==> src/hw/rtl/i2cra_pkg.sv <==
package i2cra_pkg;

  localparam int unsigned DEV_W    = 7;
  localparam int unsigned REG_W    = 16;
  localparam int unsigned DATA_W   = 16;
  localparam int unsigned COUNT_W  = 3;
  localparam int unsigned PHASE_W  = 8;
  localparam int unsigned RDATA_W  = 32;

  // Item classes, one per opcode value.
  typedef enum logic [1:0] {
    KIND_READ   = 2'd0,
    KIND_WRITE  = 2'd1,
    KIND_TICK   = 2'd2,
    KIND_IGNORE = 2'd3
  } kind_e;

  typedef enum logic [1:0] {
    STATUS_OK     = 2'd0,
    STATUS_NACK   = 2'd1,
    STATUS_REJECT = 2'd2,
    STATUS_UNUSED = 2'd3
  } status_e;

  // One classified word waiting in the queue.
  typedef struct packed {
    kind_e               kind;
    logic [DEV_W-1:0]    dev_addr;
    logic [REG_W-1:0]    reg_addr;
    logic [DATA_W-1:0]   write_data;
    logic [COUNT_W-1:0]  byte_count;
    logic                sda_in;
  } item_t;

  // Head of the queue as seen by the sequencer.
  typedef struct packed {
    logic  valid;
    item_t item;
  } fq_t;

  // Configuration write as seen by the sequencer.
  typedef struct packed {
    logic               valid;
    logic [PHASE_W-1:0] value;
  } cfg_t;

  typedef struct packed {
    logic               scl_level;
    logic               sda_level;
    logic               busy_res;
    logic               done_res;
    status_e            status;
    logic [RDATA_W-1:0] read_data;
  } res_t;

endpackage

==> src/hw/rtl/i2cra_if.sv <==
interface i2cra_in_if;
  logic                              valid;
  logic                              ready;
  logic [1:0]                        opcode;
  logic [i2cra_pkg::DEV_W-1:0]       dev_addr;
  logic [i2cra_pkg::REG_W-1:0]       reg_addr;
  logic [i2cra_pkg::DATA_W-1:0]      write_data;
  logic [i2cra_pkg::COUNT_W-1:0]     byte_count;
  logic                              sda_in;

  modport source (output valid, opcode, dev_addr, reg_addr, write_data, byte_count, sda_in,
                  input ready);
  modport sink (input valid, opcode, dev_addr, reg_addr, write_data, byte_count, sda_in,
                output ready);
endinterface

interface i2cra_out_if;
  logic                              valid;
  logic                              ready;
  logic                              scl_level;
  logic                              sda_level;
  logic                              busy_res;
  logic                              done_res;
  logic [1:0]                        status;
  logic [i2cra_pkg::RDATA_W-1:0]     read_data;

  modport source (output valid, scl_level, sda_level, busy_res, done_res, status, read_data,
                  input ready);
  modport sink (input valid, scl_level, sda_level, busy_res, done_res, status, read_data,
                output ready);
endinterface

interface i2cra_cfg_if;
  logic                              valid;
  logic                              ready;
  logic [i2cra_pkg::PHASE_W-1:0]     phase_length;

  modport source (output valid, phase_length, input ready);
  modport sink (input valid, phase_length, output ready);
endinterface

==> src/hw/rtl/i2c_register_access_master.sv <==
// I2C master for 16-bit register access. Each command word (read or write) runs one
// transaction: START, device address, register address high byte first, then either two data
// bytes or a repeated START, the read address and 0..min(MAX_READ_BYTES, 7) bytes, then STOP.
// Tick words advance the line sequencer by one tick, phase_length ticks per line phase, and
// every word in returns exactly one status word out with the resulting SCL/SDA levels, busy,
// done, status and the read accumulator. Throughput is one word per clock when out_o is not
// stalled: a two-entry queue feeds a sequencer that retires one word per cycle into an output
// register, and each word passes through the queue and then the output register. Write
// phase_length only while idle; zero acts as one.
module i2c_register_access_master #(
  parameter int unsigned MAX_READ_BYTES = 4
) (
  input  logic         clk_i,
  input  logic         rst_ni,
  i2cra_in_if.sink     in_i,
  i2cra_cfg_if.sink    cfg_i,
  i2cra_out_if.source  out_o
);

  i2cra_pkg::fq_t  fq;
  i2cra_pkg::cfg_t cfg;
  logic            pop;

  // The register takes a write on any cycle.
  assign cfg_i.ready = 1'b1;
  assign cfg.valid   = cfg_i.valid;
  assign cfg.value   = cfg_i.phase_length;

  // Front: accept and classify words, clamp the read length, hold them in the queue.
  i2cra_front #(
    .MAX_READ_BYTES(MAX_READ_BYTES)
  ) u_front (
    .clk_i (clk_i),
    .rst_ni(rst_ni),
    .in_i  (in_i),
    .pop_i (pop),
    .fq_o  (fq)
  );

  // Back: advance the bus sequencer one word per cycle while the output is not stalled, and register the result.
  i2cra_back u_back (
    .clk_i (clk_i),
    .rst_ni(rst_ni),
    .fq_i  (fq),
    .pop_o (pop),
    .cfg_i (cfg),
    .out_o (out_o)
  );

endmodule

==> src/hw/rtl/i2cra_front.sv <==
module i2cra_front #(
  parameter int unsigned MAX_READ_BYTES = 4
) (
  input  logic                 clk_i,
  input  logic                 rst_ni,
  i2cra_in_if.sink             in_i,
  input  logic                 pop_i,
  output i2cra_pkg::fq_t       fq_o
);

  localparam int unsigned Depth  = 2;
  localparam int unsigned PtrW   = $clog2(Depth);
  localparam int unsigned CntW   = $clog2(Depth + 1);
  localparam int unsigned CntCap = (MAX_READ_BYTES > ((1 << i2cra_pkg::COUNT_W) - 1)) ?
                                   ((1 << i2cra_pkg::COUNT_W) - 1) : MAX_READ_BYTES;
  localparam logic [i2cra_pkg::COUNT_W-1:0] CountSat = CntCap[i2cra_pkg::COUNT_W-1:0];

  i2cra_pkg::item_t mem_q [Depth];
  logic [PtrW-1:0]  wr_ptr_q, wr_ptr_d, rd_ptr_q, rd_ptr_d;
  logic [CntW-1:0]  count_q, count_d;
  logic             push;
  i2cra_pkg::item_t item_in;

  // Classify and clamp the read length on the way in.
  always_comb begin
    item_in.kind       = i2cra_pkg::kind_e'(in_i.opcode);
    item_in.dev_addr   = in_i.dev_addr;
    item_in.reg_addr   = in_i.reg_addr;
    item_in.write_data = in_i.write_data;
    item_in.byte_count = (in_i.byte_count > CountSat) ? CountSat : in_i.byte_count;
    item_in.sda_in     = in_i.sda_in;
  end

  assign in_i.ready = (count_q != CntW'(Depth));
  assign push       = in_i.valid && in_i.ready;

  always_comb begin
    wr_ptr_d = wr_ptr_q;
    rd_ptr_d = rd_ptr_q;
    count_d  = count_q;
    if (push) begin
      wr_ptr_d = (wr_ptr_q == PtrW'(Depth - 1)) ? '0 : wr_ptr_q + 1'b1;
    end
    if (pop_i) begin
      rd_ptr_d = (rd_ptr_q == PtrW'(Depth - 1)) ? '0 : rd_ptr_q + 1'b1;
    end
    if (push && !pop_i) begin
      count_d = count_q + 1'b1;
    end else if (!push && pop_i) begin
      count_d = count_q - 1'b1;
    end
  end

  always_ff @(posedge clk_i or negedge rst_ni) begin
    if (!rst_ni) begin
      wr_ptr_q <= '0;
      rd_ptr_q <= '0;
      count_q  <= '0;
    end else begin
      wr_ptr_q <= wr_ptr_d;
      rd_ptr_q <= rd_ptr_d;
      count_q  <= count_d;
    end
  end

  always_ff @(posedge clk_i) begin
    if (push) begin
      mem_q[wr_ptr_q] <= item_in;
    end
  end

  assign fq_o.valid = (count_q != '0);
  assign fq_o.item  = mem_q[rd_ptr_q];

  a_count_bound: assert property (@(posedge clk_i) disable iff (!rst_ni)
    count_q <= CntW'(Depth))
    else $error("queue count beyond depth");

  a_pop_needs_word: assert property (@(posedge clk_i) disable iff (!rst_ni)
    pop_i |-> count_q != '0)
    else $error("pop from empty queue");

  a_full_blocks: assert property (@(posedge clk_i) disable iff (!rst_ni)
    count_q == CntW'(Depth) |-> !in_i.ready)
    else $error("ready while queue full");

endmodule

==> src/hw/rtl/i2cra_back.sv <==
module i2cra_back (
  input  logic                 clk_i,
  input  logic                 rst_ni,
  input  i2cra_pkg::fq_t       fq_i,
  output logic                 pop_o,
  input  i2cra_pkg::cfg_t      cfg_i,
  i2cra_out_if.source          out_o
);

  localparam logic [2:0] StIdle   = 3'd0;
  localparam logic [2:0] StStart  = 3'd1;
  localparam logic [2:0] StSend   = 3'd2;
  localparam logic [2:0] StWack   = 3'd3;
  localparam logic [2:0] StRstart = 3'd4;
  localparam logic [2:0] StRead   = 3'd5;
  localparam logic [2:0] StMack   = 3'd6;
  localparam logic [2:0] StStop   = 3'd7;

  localparam int unsigned PW = i2cra_pkg::PHASE_W;
  localparam int unsigned CW = i2cra_pkg::COUNT_W;

  logic [PW-1:0] phase_len_q, phase_len_d;
  logic [2:0]    step_q, step_d;
  logic [1:0]    lp_q, lp_d;
  logic [PW-1:0] pc_q, pc_d;
  logic [2:0]    bc_q, bc_d;
  logic [2:0]    bi_q, bi_d;
  logic [7:0]    sb_q, sb_d;
  logic          wr_q, wr_d;
  logic [i2cra_pkg::DEV_W-1:0]  dev_q, dev_d;
  logic [i2cra_pkg::REG_W-1:0]  reg_q, reg_d;
  logic [i2cra_pkg::DATA_W-1:0] dat_q, dat_d;
  logic [CW-1:0]                 cnt_q, cnt_d;
  logic [i2cra_pkg::RDATA_W-1:0] acc_q, acc_d;
  logic          nack_q, nack_d;

  logic               out_valid_q, out_valid_d;
  i2cra_pkg::res_t    res_q, res_d;
  i2cra_pkg::item_t   it;
  logic               done;
  i2cra_pkg::status_e status;
  logic [PW:0]        len;
  logic [1:0]         last;
  logic [1:0]         lines;

  function automatic logic [7:0] byte_at(input logic [2:0] idx, input logic wr,
                                         input logic [i2cra_pkg::DEV_W-1:0] dev,
                                         input logic [i2cra_pkg::REG_W-1:0] ra,
                                         input logic [i2cra_pkg::DATA_W-1:0] dat);
    logic [7:0] b;
    case (idx)
      3'd0:    b = {dev, 1'b0};
      3'd1:    b = ra[15:8];
      3'd2:    b = ra[7:0];
      3'd3:    b = wr ? dat[15:8] : {dev, 1'b1};
      default: b = dat[7:0];
    endcase
    return b;
  endfunction

  // Returns {scl, sda} for a sequencer state.
  function automatic logic [1:0] line_levels(input logic [2:0] st, input logic [1:0] lp,
                                             input logic [7:0] sb, input logic [2:0] bi,
                                             input logic [CW-1:0] cnt);
    logic hi;
    logic [1:0] v;
    hi = (lp == 2'd1);
    unique case (st) inside
      StStart, StRstart: begin
        v[1] = (lp == 2'd0) ? (st == StStart) : (lp != 2'd3);
        v[0] = (lp < 2'd2);
      end
      StSend:         v = {hi, sb[7]};
      StWack, StRead: v = {hi, 1'b1};
      StMack:         v = {hi, ({1'b0, bi} + 4'd1) >= {1'b0, cnt}};
      StStop: begin
        v[1] = (lp != 2'd0);
        v[0] = (lp == 2'd2);
      end
      default:        v = 2'b11;
    endcase
    return v;
  endfunction

  assign it    = fq_i.item;
  assign pop_o = fq_i.valid && (!out_valid_q || out_o.ready);
  assign len   = (phase_len_q == '0) ? (PW + 1)'(1) : {1'b0, phase_len_q};
  assign last  = (step_q == StStart || step_q == StRstart) ? 2'd3 : 2'd2;

  always_comb begin
    phase_len_d = cfg_i.valid ? cfg_i.value : phase_len_q;
    step_d = step_q;
    lp_d   = lp_q;
    pc_d   = pc_q;
    bc_d   = bc_q;
    bi_d   = bi_q;
    sb_d   = sb_q;
    wr_d   = wr_q;
    dev_d  = dev_q;
    reg_d  = reg_q;
    dat_d  = dat_q;
    cnt_d  = cnt_q;
    acc_d  = acc_q;
    nack_d = nack_q;
    done   = 1'b0;
    status = i2cra_pkg::STATUS_OK;

    if (pop_o) begin
      unique case (it.kind) inside
        i2cra_pkg::KIND_READ, i2cra_pkg::KIND_WRITE: begin
          if (step_q != StIdle) begin
            status = i2cra_pkg::STATUS_REJECT;
          end else begin
            wr_d   = (it.kind == i2cra_pkg::KIND_WRITE);
            dev_d  = it.dev_addr;
            reg_d  = it.reg_addr;
            dat_d  = it.write_data;
            cnt_d  = it.byte_count;
            acc_d  = '0;
            nack_d = 1'b0;
            bc_d   = '0;
            bi_d   = '0;
            sb_d   = '0;
            step_d = StStart;
            lp_d   = '0;
            pc_d   = '0;
          end
        end
        i2cra_pkg::KIND_TICK: begin
          if (step_q != StIdle) begin
            if (({1'b0, pc_q} + (PW + 1)'(1)) < len) begin
              pc_d = pc_q + 1'b1;
            end else begin
              pc_d = '0;
              // Sample SDA at the end of the SCL-high phase.
              if (lp_q == 2'd1) begin
                if (step_q == StWack && it.sda_in) nack_d = 1'b1;
                if (step_q == StRead) sb_d = {sb_q[6:0], it.sda_in};
              end
              if (lp_q < last) begin
                lp_d = lp_q + 1'b1;
              end else begin
                lp_d = '0;
                unique case (step_q)
                  StStart: begin
                    bi_d = 3'd0;
                    sb_d = byte_at(3'd0, wr_q, dev_q, reg_q, dat_q);
                    bc_d = '0;
                    step_d = StSend;
                  end
                  StRstart: begin
                    bi_d = 3'd3;
                    sb_d = byte_at(3'd3, wr_q, dev_q, reg_q, dat_q);
                    bc_d = '0;
                    step_d = StSend;
                  end
                  StSend: begin
                    sb_d = {sb_q[6:0], 1'b0};
                    if (bc_q == 3'd7) begin
                      step_d = StWack;
                    end else begin
                      bc_d = bc_q + 1'b1;
                    end
                  end
                  StWack: begin
                    if (nack_q) begin
                      step_d = StStop;
                    end else if ((wr_q && bi_q < 3'd4) || (!wr_q && bi_q < 3'd2)) begin
                      bi_d = bi_q + 1'b1;
                      sb_d = byte_at(bi_q + 1'b1, wr_q, dev_q, reg_q, dat_q);
                      bc_d = '0;
                      step_d = StSend;
                    end else if (wr_q) begin
                      step_d = StStop;
                    end else if (bi_q == 3'd2) begin
                      step_d = StRstart;
                    end else if (cnt_q == '0) begin
                      step_d = StStop;
                    end else begin
                      bi_d = '0;
                      sb_d = '0;
                      bc_d = '0;
                      step_d = StRead;
                    end
                  end
                  StRead: begin
                    if (bc_q == 3'd7) begin
                      acc_d  = {acc_q[i2cra_pkg::RDATA_W-9:0], sb_q};
                      step_d = StMack;
                    end else begin
                      bc_d = bc_q + 1'b1;
                    end
                  end
                  StMack: begin
                    bi_d = bi_q + 1'b1;
                    if ({1'b0, bi_q} + 4'd1 >= {1'b0, cnt_q}) begin
                      step_d = StStop;
                    end else begin
                      sb_d = '0;
                      bc_d = '0;
                      step_d = StRead;
                    end
                  end
                  StStop: begin
                    step_d = StIdle;
                    done   = 1'b1;
                    status = nack_q ? i2cra_pkg::STATUS_NACK : i2cra_pkg::STATUS_OK;
                  end
                  default: step_d = StIdle;
                endcase
              end
            end
          end
        end
        default: ;
      endcase
    end

    lines = line_levels(step_d, lp_d, sb_d, bi_d, cnt_d);
    res_d.scl_level = lines[1];
    res_d.sda_level = lines[0];
    res_d.busy_res  = (step_d != StIdle);
    res_d.done_res  = done;
    res_d.status    = status;
    res_d.read_data = acc_d;

    out_valid_d = pop_o ? 1'b1 : (out_o.ready ? 1'b0 : out_valid_q);
  end

  always_ff @(posedge clk_i or negedge rst_ni) begin
    if (!rst_ni) begin
      phase_len_q <= PW'(1);
      step_q      <= StIdle;
      lp_q        <= '0;
      pc_q        <= '0;
      bc_q        <= '0;
      bi_q        <= '0;
      sb_q        <= '0;
      wr_q        <= 1'b0;
      dev_q       <= '0;
      reg_q       <= '0;
      dat_q       <= '0;
      cnt_q       <= '0;
      acc_q       <= '0;
      nack_q      <= 1'b0;
      out_valid_q <= 1'b0;
    end else begin
      phase_len_q <= phase_len_d;
      step_q      <= step_d;
      lp_q        <= lp_d;
      pc_q        <= pc_d;
      bc_q        <= bc_d;
      bi_q        <= bi_d;
      sb_q        <= sb_d;
      wr_q        <= wr_d;
      dev_q       <= dev_d;
      reg_q       <= reg_d;
      dat_q       <= dat_d;
      cnt_q       <= cnt_d;
      acc_q       <= acc_d;
      nack_q      <= nack_d;
      out_valid_q <= out_valid_d;
    end
  end

  always_ff @(posedge clk_i) begin
    if (pop_o) begin
      res_q <= res_d;
    end
  end

  assign out_o.valid     = out_valid_q;
  assign out_o.scl_level = res_q.scl_level;
  assign out_o.sda_level = res_q.sda_level;
  assign out_o.busy_res  = res_q.busy_res;
  assign out_o.done_res  = res_q.done_res;
  assign out_o.status    = res_q.status;
  assign out_o.read_data = res_q.read_data;

  a_done_released: assert property (@(posedge clk_i) disable iff (!rst_ni)
    out_valid_q && res_q.done_res |-> !res_q.busy_res && res_q.scl_level && res_q.sda_level)
    else $error("done word with bus not released");

  a_reject_busy: assert property (@(posedge clk_i) disable iff (!rst_ni)
    out_valid_q && res_q.status == i2cra_pkg::STATUS_REJECT |->
      res_q.busy_res && !res_q.done_res)
    else $error("reject status outside a transaction");

  a_idle_clean: assert property (@(posedge clk_i) disable iff (!rst_ni)
    step_q == StIdle |-> pc_q == '0 && lp_q == '0)
    else $error("idle with phase state left over");

  a_busy_tracks_step: assert property (@(posedge clk_i) disable iff (!rst_ni)
    pop_o |=> res_q.busy_res == (step_q != StIdle))
    else $error("busy flag out of step with sequencer");

endmodule
==> src/flat_wrapper.sv <==
// flat-port wrapper written by rule: the top's interface ports become plain ports
module i2c_register_access_master_flat 
#(
  parameter int unsigned MAX_READ_BYTES = 4
)
  (clk_i, rst_ni, in_i_valid, in_i_opcode, in_i_dev_addr, in_i_reg_addr, in_i_write_data, in_i_byte_count, in_i_sda_in, in_i_ready, cfg_i_valid, cfg_i_phase_length, cfg_i_ready, out_o_valid, out_o_scl_level, out_o_sda_level, out_o_busy_res, out_o_done_res, out_o_status, out_o_read_data, out_o_ready);
  i2cra_in_if in_i_i ();
  i2cra_cfg_if cfg_i_i ();
  i2cra_out_if out_o_i ();
  input  logic clk_i;
  input  logic rst_ni;
  input wire logic [$bits(in_i_i.valid)-1:0] in_i_valid;
  input wire logic [$bits(in_i_i.opcode)-1:0] in_i_opcode;
  input wire logic [$bits(in_i_i.dev_addr)-1:0] in_i_dev_addr;
  input wire logic [$bits(in_i_i.reg_addr)-1:0] in_i_reg_addr;
  input wire logic [$bits(in_i_i.write_data)-1:0] in_i_write_data;
  input wire logic [$bits(in_i_i.byte_count)-1:0] in_i_byte_count;
  input wire logic [$bits(in_i_i.sda_in)-1:0] in_i_sda_in;
  output wire logic [$bits(in_i_i.ready)-1:0] in_i_ready;
  input wire logic [$bits(cfg_i_i.valid)-1:0] cfg_i_valid;
  input wire logic [$bits(cfg_i_i.phase_length)-1:0] cfg_i_phase_length;
  output wire logic [$bits(cfg_i_i.ready)-1:0] cfg_i_ready;
  output wire logic [$bits(out_o_i.valid)-1:0] out_o_valid;
  output wire logic [$bits(out_o_i.scl_level)-1:0] out_o_scl_level;
  output wire logic [$bits(out_o_i.sda_level)-1:0] out_o_sda_level;
  output wire logic [$bits(out_o_i.busy_res)-1:0] out_o_busy_res;
  output wire logic [$bits(out_o_i.done_res)-1:0] out_o_done_res;
  output wire logic [$bits(out_o_i.status)-1:0] out_o_status;
  output wire logic [$bits(out_o_i.read_data)-1:0] out_o_read_data;
  input wire logic [$bits(out_o_i.ready)-1:0] out_o_ready;
  assign in_i_i.valid = in_i_valid;
  assign in_i_i.opcode = in_i_opcode;
  assign in_i_i.dev_addr = in_i_dev_addr;
  assign in_i_i.reg_addr = in_i_reg_addr;
  assign in_i_i.write_data = in_i_write_data;
  assign in_i_i.byte_count = in_i_byte_count;
  assign in_i_i.sda_in = in_i_sda_in;
  assign in_i_ready = in_i_i.ready;
  assign cfg_i_i.valid = cfg_i_valid;
  assign cfg_i_i.phase_length = cfg_i_phase_length;
  assign cfg_i_ready = cfg_i_i.ready;
  assign out_o_valid = out_o_i.valid;
  assign out_o_scl_level = out_o_i.scl_level;
  assign out_o_sda_level = out_o_i.sda_level;
  assign out_o_busy_res = out_o_i.busy_res;
  assign out_o_done_res = out_o_i.done_res;
  assign out_o_status = out_o_i.status;
  assign out_o_read_data = out_o_i.read_data;
  assign out_o_i.ready = out_o_ready;
  i2c_register_access_master #(.MAX_READ_BYTES(MAX_READ_BYTES)) u_core (.clk_i(clk_i), .rst_ni(rst_ni), .in_i(in_i_i), .cfg_i(cfg_i_i), .out_o(out_o_i));
endmodule
==> config.mk <==
export PLATFORM = sky130hd
export DESIGN_NAME = i2c_register_access_master_flat
export DESIGN_NICKNAME = d
export VERILOG_FILES = /design/src/hw/rtl/i2cra_pkg.sv /design/src/hw/rtl/i2cra_if.sv /design/src/hw/rtl/i2c_register_access_master.sv /design/src/hw/rtl/i2cra_front.sv /design/src/hw/rtl/i2cra_back.sv /design/src/flat_wrapper.sv
export SDC_FILE = /design/constraint.sdc
export NUM_CORES = 1
export LEC_CHECK = 0
export ABC_AREA = 1
export BUFFER_PORTS_ARGS = -buffer_cell sky130_fd_sc_hd__buf_2
export CORE_UTILIZATION = 35
export CTS_CLUSTER_DIAMETER = 30
export DETAILED_ROUTE_END_ITERATION = 6
export HOLD_SLACK_MARGIN = 0.12
export PLACE_DENSITY = 0.57
export SETUP_SLACK_MARGIN = 0.3
export SYNTH_ARGS = -nofsm -noshare
export SYNTH_HDL_FRONTEND = slang
export SYNTH_SLANG_ARGS = --single-unit
==> constraint.sdc <==
create_clock -name clk_i -period 5.2 [get_ports clk_i]
set_input_delay 0.26 -clock clk_i [delete_from_list [all_inputs] [get_ports clk_i]]
set_output_delay 0.26 -clock clk_i [all_outputs]
set_load 0.005 [all_outputs]
# Word-level counts from Yosys, hierarchy flattened

Memories as Yosys holds them, arrays and structs flattened.
Cells that the tools add are included.

Output and inout port bits: 41
Memories: 1
Flip-flop bits (word level): 154
Memory bits (writable): 90

$add $sub $neg: 11
Magnitude comparators: 8
Reductions and logical operators: 37
Bitwise operators: 2
Eq/ne operators: 39
Multiplexer cells: 105

Memories:

| memory               | words | bits a word | rd ports | clocked after Yosys merged registers in | wr ports | RTL line          | text |
|---|---|---|---|---|---|---|---|
| u_core.u_front.mem_q | 2     | 45          | 1        | 0                                       | 1        | i2cra_front.sv:18 | `i2cra_pkg::item_t mem_q [Depth];` |

Operators with widths:

| kind                                                             | count |
|---|---|
| 32-bit 2-to-1 mux                                                | 7 |
| 8-bit 2-to-1 mux                                                 | 18 |
| 3-bit 2-to-1 mux                                                 | 34 |
| 32-bit one-hot mux with 2 select lines                           | 1 |
| 8-bit one-hot mux with 5 select lines                            | 1 |
| 8-bit one-hot mux with 2 select lines                            | 2 |
| 8-bit one-hot mux with 4 select lines                            | 1 |
| 3-bit == test (second input constant)                            | 9 |
| 2-bit 2-to-1 mux                                                 | 12 |
| 3-bit one-hot mux with 4 select lines                            | 2 |
| 3-bit by 2-bit == test with 1-bit output (second input constant) | 7 |
| 1-bit 2-to-1 mux                                                 | 19 |
| 3-bit one-hot mux with 2 select lines                            | 3 |
| 3-bit one-hot mux with 5 select lines                            | 1 |
| 13-bit AND reduction                                             | 1 |
| 2-bit != test (second input constant)                            | 6 |
| 2-bit one-hot mux with 5 select lines                            | 1 |
| 2-bit nonzero test                                               | 5 |
| 2-bit OR reduction                                               | 5 |
| 8-bit by 1-bit adder with 9-bit output (second input constant)   | 1 |
| 3-bit by 1-bit == test with 1-bit output (second input constant) | 3 |
| 9-bit by 8-bit less-than comparator with 1-bit output            | 1 |
| 3-bit != test (second input constant)                            | 3 |
| 3-bit by 1-bit adder with 4-bit output (second input constant)   | 2 |
| other kinds (32)                                                 | 57 |

# Depth between registers and ports, before layout

Gate-level depths: netlist (run 1).

Depth after elaboration: 15
Gate-level depth with buffers: 27
Gate-level depth less buffers: 26

# Cells and area by module

A second synthesis (run 1) with hierarchy kept.

Cells, all modules: 1101
Area total of the unflattened synthesis: 11750.0 um2

Modules (own cells, without submodules):

| module                     | seq. area each (um2) | cells an instance | times used | area an instance (um2) |
|---|---|---|---|---|
| i2cra_back                 | 3945.0               | 927               | 1          | 8055.2 |
| i2cra_front                | 2802.7               | 172               | 1          | 3683.5 |
| i2c_register_access_master | 0.0                  | 2                 | 1          | 11.3 |

# Least setup slack after synthesis (run 1)

OpenSTA, ideal clock, no wires.

Path kind: flip-flop to flip-flop
Start point: register u_core.u_back.pc_q[0]
End point: register u_core.u_back.res_q (netlist bit u_core.u_back.out_o.sda_level) (data pin)
Library setup time: 260 ps
Period minus slack after synthesis: 3517 ps
Setup slack: 1683 ps
Cell stages (with the launch flop): 25
Arrival: 3257 ps
Cell sequence: dfrtp_1 -> ha_1 -> nand2_1 -> nor2_2 -> nand3_1 -> xor2_1 -> inv_1 -> ha_1 -> a21o_1 -> nand3_1 -> nand2_1 -> nor2_2 -> nand2_1 -> buf_6 -> nand3_1 -> o21ai_0 -> a21boi_1 -> ha_1 -> ha_1 -> o21ai_0 -> nand2_1 -> a21oi_1 -> nand2_1 -> nand2_1 -> nand3_1

Cells in the longest elaborated chain, start to end: 9
Elaborated cells between the ends (all ways): 32
Classes of those cells: add/sub (2); order compare (3); eq/ne (8); mux (17); reduce/logical (2)

Ends and longest elaborated chain:

| what                                                         | RTL line          | text |
|---|---|---|
| from (decl)                                                  | i2cra_back.sv:25  | `logic [PW-1:0] pc_q, pc_d;` |
| from (signal assigned)                                       | i2cra_back.sv:251 | `pc_q <= pc_d;` |
| 8-bit by 1-bit adder with 9-bit output                       | i2cra_back.sv:131 | `if (({1'b0, pc_q} + (PW + 1)'(1)) < len) begin` |
| 9-bit by 8-bit less-than comparator with 1-bit output        | i2cra_back.sv:131 |  |
| 3-bit 2-to-1 mux                                             | i2cra_back.sv:131 |  |
| 3-bit 2-to-1 mux                                             | i2cra_back.sv:130 | `if (step_q != StIdle) begin` |
| 3-bit one-hot mux with 2 select lines                        | i2cra_back.sv:109 | `unique case (it.kind) inside` |
| 3-bit 2-to-1 mux                                             | i2cra_back.sv:108 | `if (pop_o) begin` |
| named net u_core.u_back.bi_d[0]                              | i2cra_back.sv:27  | `logic [2:0] bi_q, bi_d;` |
| 3-bit by 1-bit adder with 4-bit output                       | i2cra_back.sv:75  | `StMack: v = {hi, ({1'b0, bi} + 4'd1) >= {1'b0, cnt}};` |
| 4-bit by 3-bit greater-or-equal comparator with 1-bit output | i2cra_back.sv:75  |  |
| 2-bit one-hot mux with 5 select lines                        | i2cra_back.sv:68  | `unique case (st) inside` |
| named net u_core.u_back.lines[0]                             | i2cra_back.sv:44  | `logic [1:0] lines;` |
| to (signal assigned)                                         | i2cra_back.sv:268 | `res_q <= res_d;` |
| to (decl)                                                    | i2cra_back.sv:38  | `i2cra_pkg::res_t res_q, res_d;` |

The timed path passes the listed nets, and every way through them passes these cells. The select of a mux whose other input is x is not followed.
A chain may end at the register's enable or synchronous reset.

# Final worst setup path (run 1)

Same ends and word-level chain as after synthesis.

==> flow_summary.ini, run 1 <==
[setup_path]
crit_type = flip-flop to flip-flop
slowest_stage = dfrtp_1
crit_top_cell = nand2_1
cp-end-kind = flip-flop
required_ns = 5.49
cp_num_buf_inv = 1
crit_fanout = 11
startpoint_type = flip-flop
worstPathArrival_ns = 4.42
crit_chain = ha_1 -> nand2_1 -> nor2_2 -> nand3_1 -> xor2_1 -> inv_1 -> ha_1 -> a21o_1 -> nand3_1 -> nand2_1 -> nor2_2 -> nand2_1 -> nand3_1 -> o21ai_0 -> a21boi_1 -> ha_1 -> ha_1 -> o21ai_0 -> nand2_1 -> a21oi_1 -> nand2_1 -> nand2_1 -> nand3_1
crit_family = simple AND/OR/NAND/NOR gates
max_stage_delay_ns = 0.37

[layout]
area_growth_pct = 32.5
antennaDiodeCount = 0
fill_cells = 2916
drive_gt1_share_pct = 17.9
stdcell_area_mm2 = 0.0149
finalNonFillerCells = 1791
final_cell_mix = nand2_1, edfxtp_1, inv_1, dfrtp_1, o21ai_0
final_common_cell = nand2_1
multiInputGateArea_mm2 = 0.00380
fin_nets = 1425
area.sequential_mm2 = 0.00675

[global_routing]
grt_pass1_wl_mm = 45.2
track_usage_pct = 16.9
grt_pass1_vias = 8946
antenna_found_initial = 0
grt_max_degree = 80
grt_overflow = 0

[die]
die_area_mm2 = 0.0328
fp.coreArea_mm2 = 0.0316
pin_count = 99
rows = 65
die_h_um = 181
initial_core_util_pct = 35.5
dieWidth_um = 181

[synth]
async_flop_share_pct = 47.5
yosysUniqueCellTypes = 47
yosysWarnings = 0
synthCells = 1153
syn-cell-area_mm2 = 0.0112
yosysSeqAreaShare_pct = 60.2
ys_seq_elements = 244
synth_edf_count = 128
synthFlopType = edfxtp_1
syn_area_per_cell_um2 = 9.73
synth_fp_nets = 1235

[detailed_routing]
m1WireLength_mm = 12.6
postRouteAntennaNets = 0
dr.pass1.iters = 5
remaining_drc_errors = 0
wl_met3_mm = 1.34
postRouteWirelength_mm = 27.2
viasPerCell = 4.90
wl_met2_mm = 12.6
drt_iter0_drc = 600
wl_per_cell_um = 15.2
top_layer = met4
vias = 8782

[sta]
relSlewSlack_pct = 34.4
fin_worst_skew_ns = 0.0249
setup_slack_ns = 1.08
min_period_ns = 4.12
timing.hold.ws_ns = 0.202
maxSlewViolCount = 0
setup_violations = 0
rsz0062_at_grt = false
finalHoldViolCount = 0
max_freq_mhz = 243
finalSetupTns_ns = 0
period_share_pct = 79.3
worstMarginPinSlew_ns = 0.981

[place]
io_buffers = 97
pre_cts_ws_ns = 1.11
gp_congestion = 0.928
place_inst = 1617
hpwlAfterDp_mm = 17.2
dpl_cell_area_mm2 = 0.0121

[hold_path]
hold_path.class = input port to flip-flop

[clock_tree]
clockBufferDepth = 3
cts_tree = done
htreeDepth = 2
clock_sinks = 244
cts-root-buf = clkbuf_16
path_clk_slew_ns = 0.04
post_cts_resize_count = 0
cts_buffers = 55
cts_hold_buffers = 71
insertion_delay_ns = 0.57
post_cts_buffers = 0

[run_status]
outcome = completed

[power]
leakagePower_nw = 6.44
powerDensity_mw_per_mm2 = 606
peakVddDrop_v = 0.000376

[job]
max-cap-violations = 0
==> registers in the layout, indices dropped and copies added (netlist names), 7 cells and up <==
| name | cells |
|---|---|
| u_core.u_back.acc_q | 32 |
| u_core.u_back.phase_len_q | 8 |
| u_core.u_back.out_o.read_data | 32 |
| u_core.u_front.mem_q | 90 |
| u_core.u_back.reg_q | 16 |
| u_core.u_back.dat_q | 16 |
| u_core.u_back.sb_q | 8 |
| u_core.u_back.dev_q | 7 |
| u_core.u_back.pc_q | 8 |
==> cells in the mapped netlist, types with 2 or more instances <==
cell type / count / share of area, %
o21ai_0: 103 / 4.6
a31oi_1: 40 / 2.2
nand4_1: 9 / 0.50
buf_2: 5 / 0.22
nor3_2: 2 / 0.18
xor2_1: 9 / 0.70
nor3_1: 9 / 0.40
nor2_4: 2 / 0.20
buf_4: 4 / 0.27
nand2_1: 257 / 8.6
a21o_1: 2 / 0.13
nand2_2: 7 / 0.39
nor2_2: 5 / 0.28
o21ai_2: 3 / 0.23
ha_1: 24 / 2.7
o221ai_1: 2 / 0.16
a21oi_1: 47 / 2.1
nand2_4: 2 / 0.20
a21oi_4: 3 / 0.44
a22oi_1: 7 / 0.47
dfrtp_1: 115 / 26
o22ai_1: 28 / 1.6
edfxtp_1: 128 / 34
o21ai_1: 6 / 0.27
nand3_1: 65 / 2.9
inv_1: 116 / 3.9
inv_2: 14 / 0.47
nor2_1: 84 / 2.8
a221oi_1: 3 / 0.23
mux2i_1: 3 / 0.27
clkbuf_1: 33 / 1.1
==> path summary, 6_finish.rpt <==
path                                           startpoint                       endpoint  slack (ns)  depth (start not counted)
worst max-delay path                u_core.u_back.pc_q[0]  u_core.u_back.out_o.sda_level        1.08                         23
worst min-delay path                           in_i_valid        u_core.u_front.wr_ptr_q        0.20                          5
worst max register to register      u_core.u_back.pc_q[0]  u_core.u_back.out_o.sda_level        1.08                         23
worst min register to register  u_core.u_front.count_q[0]      u_core.u_front.count_q[0]        0.49                          1
max in group asynchronous                          rst_ni         u_core.u_back.dat_q[2]        3.55                          3
min in group asynchronous                          rst_ni   u_core.u_back.phase_len_q[5]        0.29                          2
==> report_power, final <==
part	internal, W	switching (W)	total [W]
combinational	0.000718	0.00147	0.00219
sequential	0.00273	0.000314	0.00304
clock	0.00263	0.00114	0.00377
==> metrics by stage <==
stage / power [W] / util, %
after global placement: 0.00520 / 38.3
after detailed placement: 0.00524 / 38.3
after global routing: 0.00953 / 47.1
final: 0.00900 / 47.1
after CTS: 0.00910 / 47.1
after floorplan: 0.00447 / -
==> cell families after synthesis <==
| group | synth area share [%] |
|---|---|
| other | 0.0334 |
| AO/OA/AOI/OAI | 12.8 |
| buffers and inverters | 6.10 |
| XOR/XNOR | 0.781 |
| AND/OR/NAND/NOR | 17.0 |
| adder cells (fa/ha/maj) | 2.68 |
| flip-flops | 60.2 |
| multiplexers | 0.469 |
==> layer usage <==
| layer | track usage [%] | vias up |
|---|---|---|
| li1 | - | 4348 |
| met1 | 22.5 | 4136 |
| met2 | 28.2 | 234 |
| met3 | 3.14 | 64 |
| met4 | 4.95 | 0 |
| met5 | 0 | - |
==> worst reg2reg max path, cell delays in order (launching register included) <==
cell	delay [ns]
dfrtp_1	0.37
ha_1	0.20
nand2_1	0.08
nor2_2	0.17
nand3_1	0.11
xor2_1	0.20
inv_1	0.06
ha_1	0.31
a21o_1	0.16
nand3_1	0.07
nand2_1	0.06
nor2_2	0.12
nand2_1	0.29
nand3_1	0.24
o21ai_0	0.10
a21boi_1	0.30
ha_1	0.30
ha_1	0.27
o21ai_0	0.07
nand2_1	0.07
a21oi_1	0.12
nand2_1	0.07
nand2_1	0.05
nand3_1	0.07
==> layout make-up <==
type                            instances  share of cell area, %
Timing Repair Buffer                  176                   8.47
Multi-Input combinational cell        735                   25.5
Inverter                              131                   3.33
Clock buffer                           63                   9.88
Clock inverter                         40                   4.00
Sequential cell                       244                   45.4
Tap cell                              402                   3.38
Power figures use the tool's default switching activity.
==> run 2: changes to the inputs <==
- PLACE_DENSITY: 0.57 -> 0.58
- clock period: 5.2 -> 3.77 ns (I/O delays scaled with it)
==> run 2 against run 1 <==
Against the previous run: via count fell by 0.31%; core utilization fell by 0.16 points; count of clock-buffer cells in the layout fell by 2; fmax rose by 15%; largest cell class unchanged; critical endpoint unchanged; sequential power rose by 37%; highest routed layer unchanged; routed wire length fell by 0.14%; critical path depth rose by 1; sequential share of layout area rose by 0.15 points; global-route usage rose by 0.11 points; combinational power rose by 43%; design area fell by 0.34%.
==> flow_summary.ini, run 2 (synthesis results as in run 1) <==
[layout]
area_growth_pct = 32.1
stdcell_area_mm2 = 0.0148
final_common_cell = nand2_1
final_cell_mix = nand2_1, edfxtp_1, inv_1, dfrtp_1, o21ai_0
largest_reg_flops = 90
regMostFlops = u_core.u_front.mem_q
drive_gt1_share_pct = 19.1
utilization_pct = 46.9
fin_nets = 1438
antennaDiodeCount = 0
finalNonFillerCells = 1800

[clock_tree]
cts_buffers = 50
cts_tree = done
htreeDepth = 2
clockBufferDepth = 3
cts-root-buf = clkbuf_16
path_clk_slew_ns = 0.05
insertion_delay_ns = 0.56
clock_sinks = 244

[global_routing]
grt_max_degree = 72
grt_pass1_vias = 8789
grt_overflow = 0
antenna_found_initial = 0
grt_pass1_wl_mm = 45.2
track_usage_pct = 17.1

[sta]
worstMarginPinSlew_ns = 1.01
fin_worst_skew_ns = 0.0177
max_freq_mhz = 279
min_period_ns = 3.58
rsz0062_at_grt = true
maxSlewViolCount = 0
setup_slack_ns = 0.186
setup_violations = 0
finalHoldViolCount = 0
period_share_pct = 95.1
relSlewSlack_pct = 32.7
finalSetupTns_ns = 0

[die]
die_h_um = 181
rows = 65
fp.coreArea_mm2 = 0.0316
dieWidth_um = 181
initial_core_util_pct = 35.5
pin_count = 99
die_area_mm2 = 0.0328

[detailed_routing]
dr.pass1.iters = 5
postRouteAntennaNets = 0
drt_iter0_drc = 547
viasPerCell = 4.86
vias = 8755
remaining_drc_errors = 0
wl_per_cell_um = 15.1
postRouteWirelength_mm = 27.2

[place]
hpwlAfterDp_mm = 17.4
place_inst = 1626
dpl_cell_area_mm2 = 0.0122
io_buffers = 97
gp_congestion = 0.919
pre_cts_ws_ns = 0.0208

[setup_path]
rrSetupSlack_ns = 0.19
crit_type = flip-flop to flip-flop
worstPathArrival_ns = 3.87
required_ns = 4.06
cp-end-kind = flip-flop
worstRegToRegCells = 24
startpoint_type = flip-flop
crit_fanout = 4

[job]
max-cap-violations = 0

[power]
share_seq_of_total_power_pct = 35.3
power_switching_w = 0.00394
leakagePower_nw = 6.38
power_frac_clock_pct = 38.1
p_int_w = 0.00786
peakVddDrop_v = 0.000590
p_comb_share_pct = 26.6
swShare_pct = 33.4
powerDensity_mw_per_mm2 = 797

[hold_path]
hold_path_depth = 5
hold_path.class = input port to flip-flop

[run_status]
outcome = completed
run 2: changes by cell type in the layout (fill, tap and decap cells not counted), sizes merged:
cell	change
bufinv	-4
buf	+18
inv	+1
clkbuf	-2
clkinv	-4
run 2: path summary, 6_finish.rpt:
| check | startpoint | endpoint |
|---|---|---|
| max | u_core.u_back.pc_q[0] | u_core.u_back.out_o.sda_level |
| max reg2reg | u_core.u_back.pc_q[0] | u_core.u_back.out_o.sda_level |
| min reg2reg | u_core.u_front.count_q[0] | u_core.u_front.count_q[0] |
| min in group asynchronous | rst_ni | u_core.u_back.phase_len_q[7] |
| max in group asynchronous | rst_ni | u_core.u_back.reg_q[1] |
| min | in_i_valid | u_core.u_front.wr_ptr_q |
run 2: final cells by class:
type	count	area, um2
multi-input combinational	735	3890
sequential	244	6750
tap	402	503
timing repair buffer	194	1420
clock inverter	33	454
inverter	131	494
clock buffer	61	1300
fill	2892	16700
run 2: layer usage:
metal  up-vias  routed length [um]  global-route usage [%]
li1       4369                   -                       -
met1      4108               12800                    23.3
met2       233               12600                    27.6
met3        45                1240                    3.06
met4         0                 504                    5.25
met5         -                   0                       0
run 2: power by group through the flow:
stage	Combinational (W)	Sequential [W]	Clock [W]
global placement	0.00303	0.00419	0
CTS	0.00315	0.00417	0.00458
floorplan	0.00208	0.00409	0
global route	0.00355	0.00425	0.00471
finish	0.00314	0.00417	0.00450
detailed placement	0.00306	0.00421	0
run 2: through the flow:
stage / hold slack (ns) / total power, W
after floorplan: -0.107 / 0.00617
after global placement: 0.375 / 0.00723
after detailed placement: 0.379 / 0.00727
after CTS: 0.141 / 0.0119
after global routing: 0.172 / 0.0125
final: 0.154 / 0.0118
run 2: critical path: stages (launching register included):
cell and delay, ns:
dfrtp_1 0.36, ha_2 0.20, nand2_2 0.07, nor2_4 0.16
nand3_2 0.11, xor2_2 0.19, inv_2 0.07, ha_4 0.27
nand2_1 0.04, inv_1 0.06, nand3_2 0.09, nor2_2 0.11
nand2_1 0.09, nand2_2 0.12, nand4_1 0.11, nand2_1 0.08
a21boi_2 0.17, ha_1 0.25, ha_1 0.27, o21ai_0 0.07
nand2_1 0.08, a21oi_1 0.12, nand2_1 0.08, nand2_1 0.07
nand3_1 0.08
run 2: what timing repair did:
item,in CTS,in global routing
hold endpoints to repair,168,0
pin swaps,6,7
gates resized for setup,10,7
cloned,0,0
buffers inserted,5,4
hold buffers,71,0
setup endpoints to repair,1,58
==> run 3: changes to the inputs <==
- ABC_AREA: 1 -> not set
- CAP_MARGIN: not set -> 40
- PLACE_DENSITY: 0.58 -> 0.59
- SYNTH_HIERARCHICAL: not set -> 1
==> run 3 against run 2 <==
Against the previous run: via count fell by 17%; register-to-register slack got worse by 0.096 ns; flip-flop and latch count did not move; critical path depth fell by 8; design area rose by 0.16%; die area fell by 2.3%; global-route usage fell by 1.3 points; critical path type unchanged; largest power group unchanged.
==> flow_summary.ini, run 3 <==
[run_status]
outcome = completed

[sta]
min_period_ns = 3.68
rsz0062_at_grt = true
period_share_pct = 97.6
finalHoldViolCount = 0
max_freq_mhz = 272
relSlewSlack_pct = 54.3
setup_slack_ns = 0.0898
setup_violations = 0
worstMarginPinSlew_ns = 0.685
maxSlewViolCount = 0
fin_worst_skew_ns = 0.0500

[power]
share_seq_of_total_power_pct = 35.6
power_frac_clock_pct = 43.4
peakVddDrop_v = 0.000551
power_switching_w = 0.00314
p_comb_share_pct = 21.0
p_total_w = 0.0110
swShare_pct = 28.6
leakagePower_nw = 6.23
p_int_w = 0.00783
powerDensity_mw_per_mm2 = 739

[detailed_routing]
vias = 7284
viasPerCell = 4.92
postRouteWirelength_mm = 24.5
wl_per_cell_um = 16.6
dr.pass1.iters = 5
remaining_drc_errors = 0
drt_iter0_drc = 504
postRouteAntennaNets = 0

[synth]
yosysTopAreaCell = edfxtp_1
synth_edf_count = 128
synth.top_cell.area_share_pct = 35.1
yosysSeqAreaShare_pct = 61.6
synthCells = 806
ys_seq_elements = 244
yosysWarnings = 6
synthFlopType = edfxtp_1
yosysUniqueCellTypes = 73
syn-cell-area_mm2 = 0.0110
synthTopCellsByArea = edfxtp_1, dfrtp_1, mux2_2, mux2_4, ha_1
synth_most_common_cell = edfxtp_1
synth_fp_nets = 888
syn_area_per_cell_um2 = 13.6
async_flop_share_pct = 47.5
synth_common_cells = edfxtp_1, dfrtp_1, mux2_2, nand2_1, a21oi_1

[setup_path]
crit_fanout = 4
crit_type = flip-flop to flip-flop
cp-end-kind = flip-flop
r2r_end = u_core/u_back/out_o.sda_level
rrSetupSlack_ns = 0.09
worstRegToRegCells = 16
worstPathArrival_ns = 3.95
required_ns = 4.04
startpoint_type = flip-flop
worstReg2RegStart = u_core/u_back/pc_q[0]

[die]
rows = 64
die_h_um = 179
dieWidth_um = 179
fp.coreArea_mm2 = 0.0307
initial_core_util_pct = 35.7
pin_count = 99
die_area_mm2 = 0.0320

[layout]
area_growth_pct = 35.4
regMostFlops = u_core/u_front/mem_q
utilization_pct = 48.4
stdcell_area_mm2 = 0.0148
fill_cells = 2668
fin_nets = 1120
largest_reg_flops = 90
final_common_cell = edfxtp_1
finalNonFillerCells = 1480
antennaDiodeCount = 0
multiInputGateArea_mm2 = 0.00396
final_cell_mix = edfxtp_1, dfrtp_1, buf_2, dlygate4sd3_1, mux2_2
drive_gt1_share_pct = 35.0
area.sequential_mm2 = 0.00675

[clock_tree]
cts_buffers = 54
insertion_delay_ns = 0.58
clock_sinks = 244
cts_tree = done
htreeDepth = 2
cts-root-buf = clkbuf_16
clockBufferDepth = 3
path_clk_slew_ns = 0.05

[place]
pre_cts_ws_ns = 0.000279
gp_congestion = 0.829
hpwlAfterDp_mm = 15.8
dpl_cell_area_mm2 = 0.0121
place_inst = 1300
io_buffers = 97

[global_routing]
grt_pass1_vias = 7543
grt_pass1_wl_mm = 39.7
grt_max_degree = 69
grt_overflow = 0
antenna_found_initial = 0
track_usage_pct = 15.7

[hold_path]
hold_path.class = input port to async pin

[job]
max-cap-violations = 0
## run 3: cell count changes in the layout (fill, tap and decap cells not counted), moves of 9 or more
cell / previous run / this run
inv_2: 15 / 0
nand2_1: 255 / 50
o21ai_0: 102 / 38
mux2_4: 0 / 39
nand3_1: 61 / 21
mux2_2: 0 / 55
inv_1: 115 / 36
a22o_1: 0 / 33
a31oi_1: 40 / 3
buf_4: 25 / 45
nor2b_1: 0 / 9
nand2b_1: 0 / 13
o22ai_1: 28 / 7
nor2_1: 80 / 19
## run 3: cell type report
class	count	area share, %
clock inverter	42	3.49
clock buffer	60	9.40
sequential	244	45.5
inverter	37	0.936
timing repair buffer	215	10.7
tap	396	3.34
multi-input combinational	486	26.7
## run 3: kinds of logic after synthesis
kind of cell               share of synthesized area, %
AOI/OAI and AO/OA                                  12.2
xor gates and xnor gates                           1.19
adders and majority gates                          2.74
buffers and inverters                              3.60
DFF                                                61.6
muxes                                              11.4
other                                            0.0342
and+or+nand+nor                                    7.28
## run 3: worst max path at each step
stage,startpoint,end,slack (ns),cells after the start
finish,u_core/u_back/pc_q[0],u_core/u_back/out_o.sda_level,0.09,16
floorplan,u_core/u_back/pc_q[1],u_core/u_back/out_o.sda_level,0.27,16
CTS,u_core/u_back/pc_q[1],u_core/u_back/out_o.sda_level,0.12,17
detailed placement,u_core/u_back/pc_q[1],u_core/u_back/out_o.sda_level,0.0003,16
global route,u_core/u_back/pc_q[0],u_core/u_back/out_o.sda_level,-0.10,16
global placement,u_core/u_back/pc_q[0],u_core/u_back/out_o.sda_level,0.05,16
## run 3: layer usage
layer / vias to the layer above / track usage (%) / part of all wire (%)
met5: - / 0 / 0
met4: 0 / 4.94 / 1.7
met3: 38 / 3.33 / 4.5
met2: 179 / 25.0 / 47
met1: 3547 / 21.4 / 47
li1: 3520 / - / -
## run 3: repair_timing
action	in CTS	in global routing
setup buffers	5	2
pin swaps	3	17
gates resized for setup	3	16
hold endpoints to repair	148	0
hold buffers	71	0
setup endpoints to repair	1	3
## run 3: critical path, cell delays in order, from the launching register on
cell and delay [ns]:
dfrtp_2 0.41, ha_4 0.18, nand3_4 0.09, xnor2_2 0.15, ha_1 0.30, nand4_1 0.08, a221oi_2 0.27, o21a_1 0.22
o21ai_4 0.08, o311ai_2 0.26, nand2_2 0.13, ha_4 0.18, xor2_1 0.16, ha_1 0.27, nor2b_1 0.14, a311oi_2 0.31
o32ai_1 0.14
## run 3: stage by stage
step,TNS (ns),hold WS [ns]
CTS,0,0.243
global placement,0,0.276
floorplan,0,-0.107
detailed placement,0,0.273
global route,-0.101,0.278
finish,0,0.210
## run 3: power by group through the flow
stage,clock (W),combinational (W),sequential (W)
after detailed placement,0,0.00222,0.00395
after CTS,0.00485,0.00231,0.00391
after floorplan,0,0.00162,0.00383
after global routing,0.00499,0.00254,0.00397
after global placement,0,0.00217,0.00394
final,0.00476,0.00231,0.00390
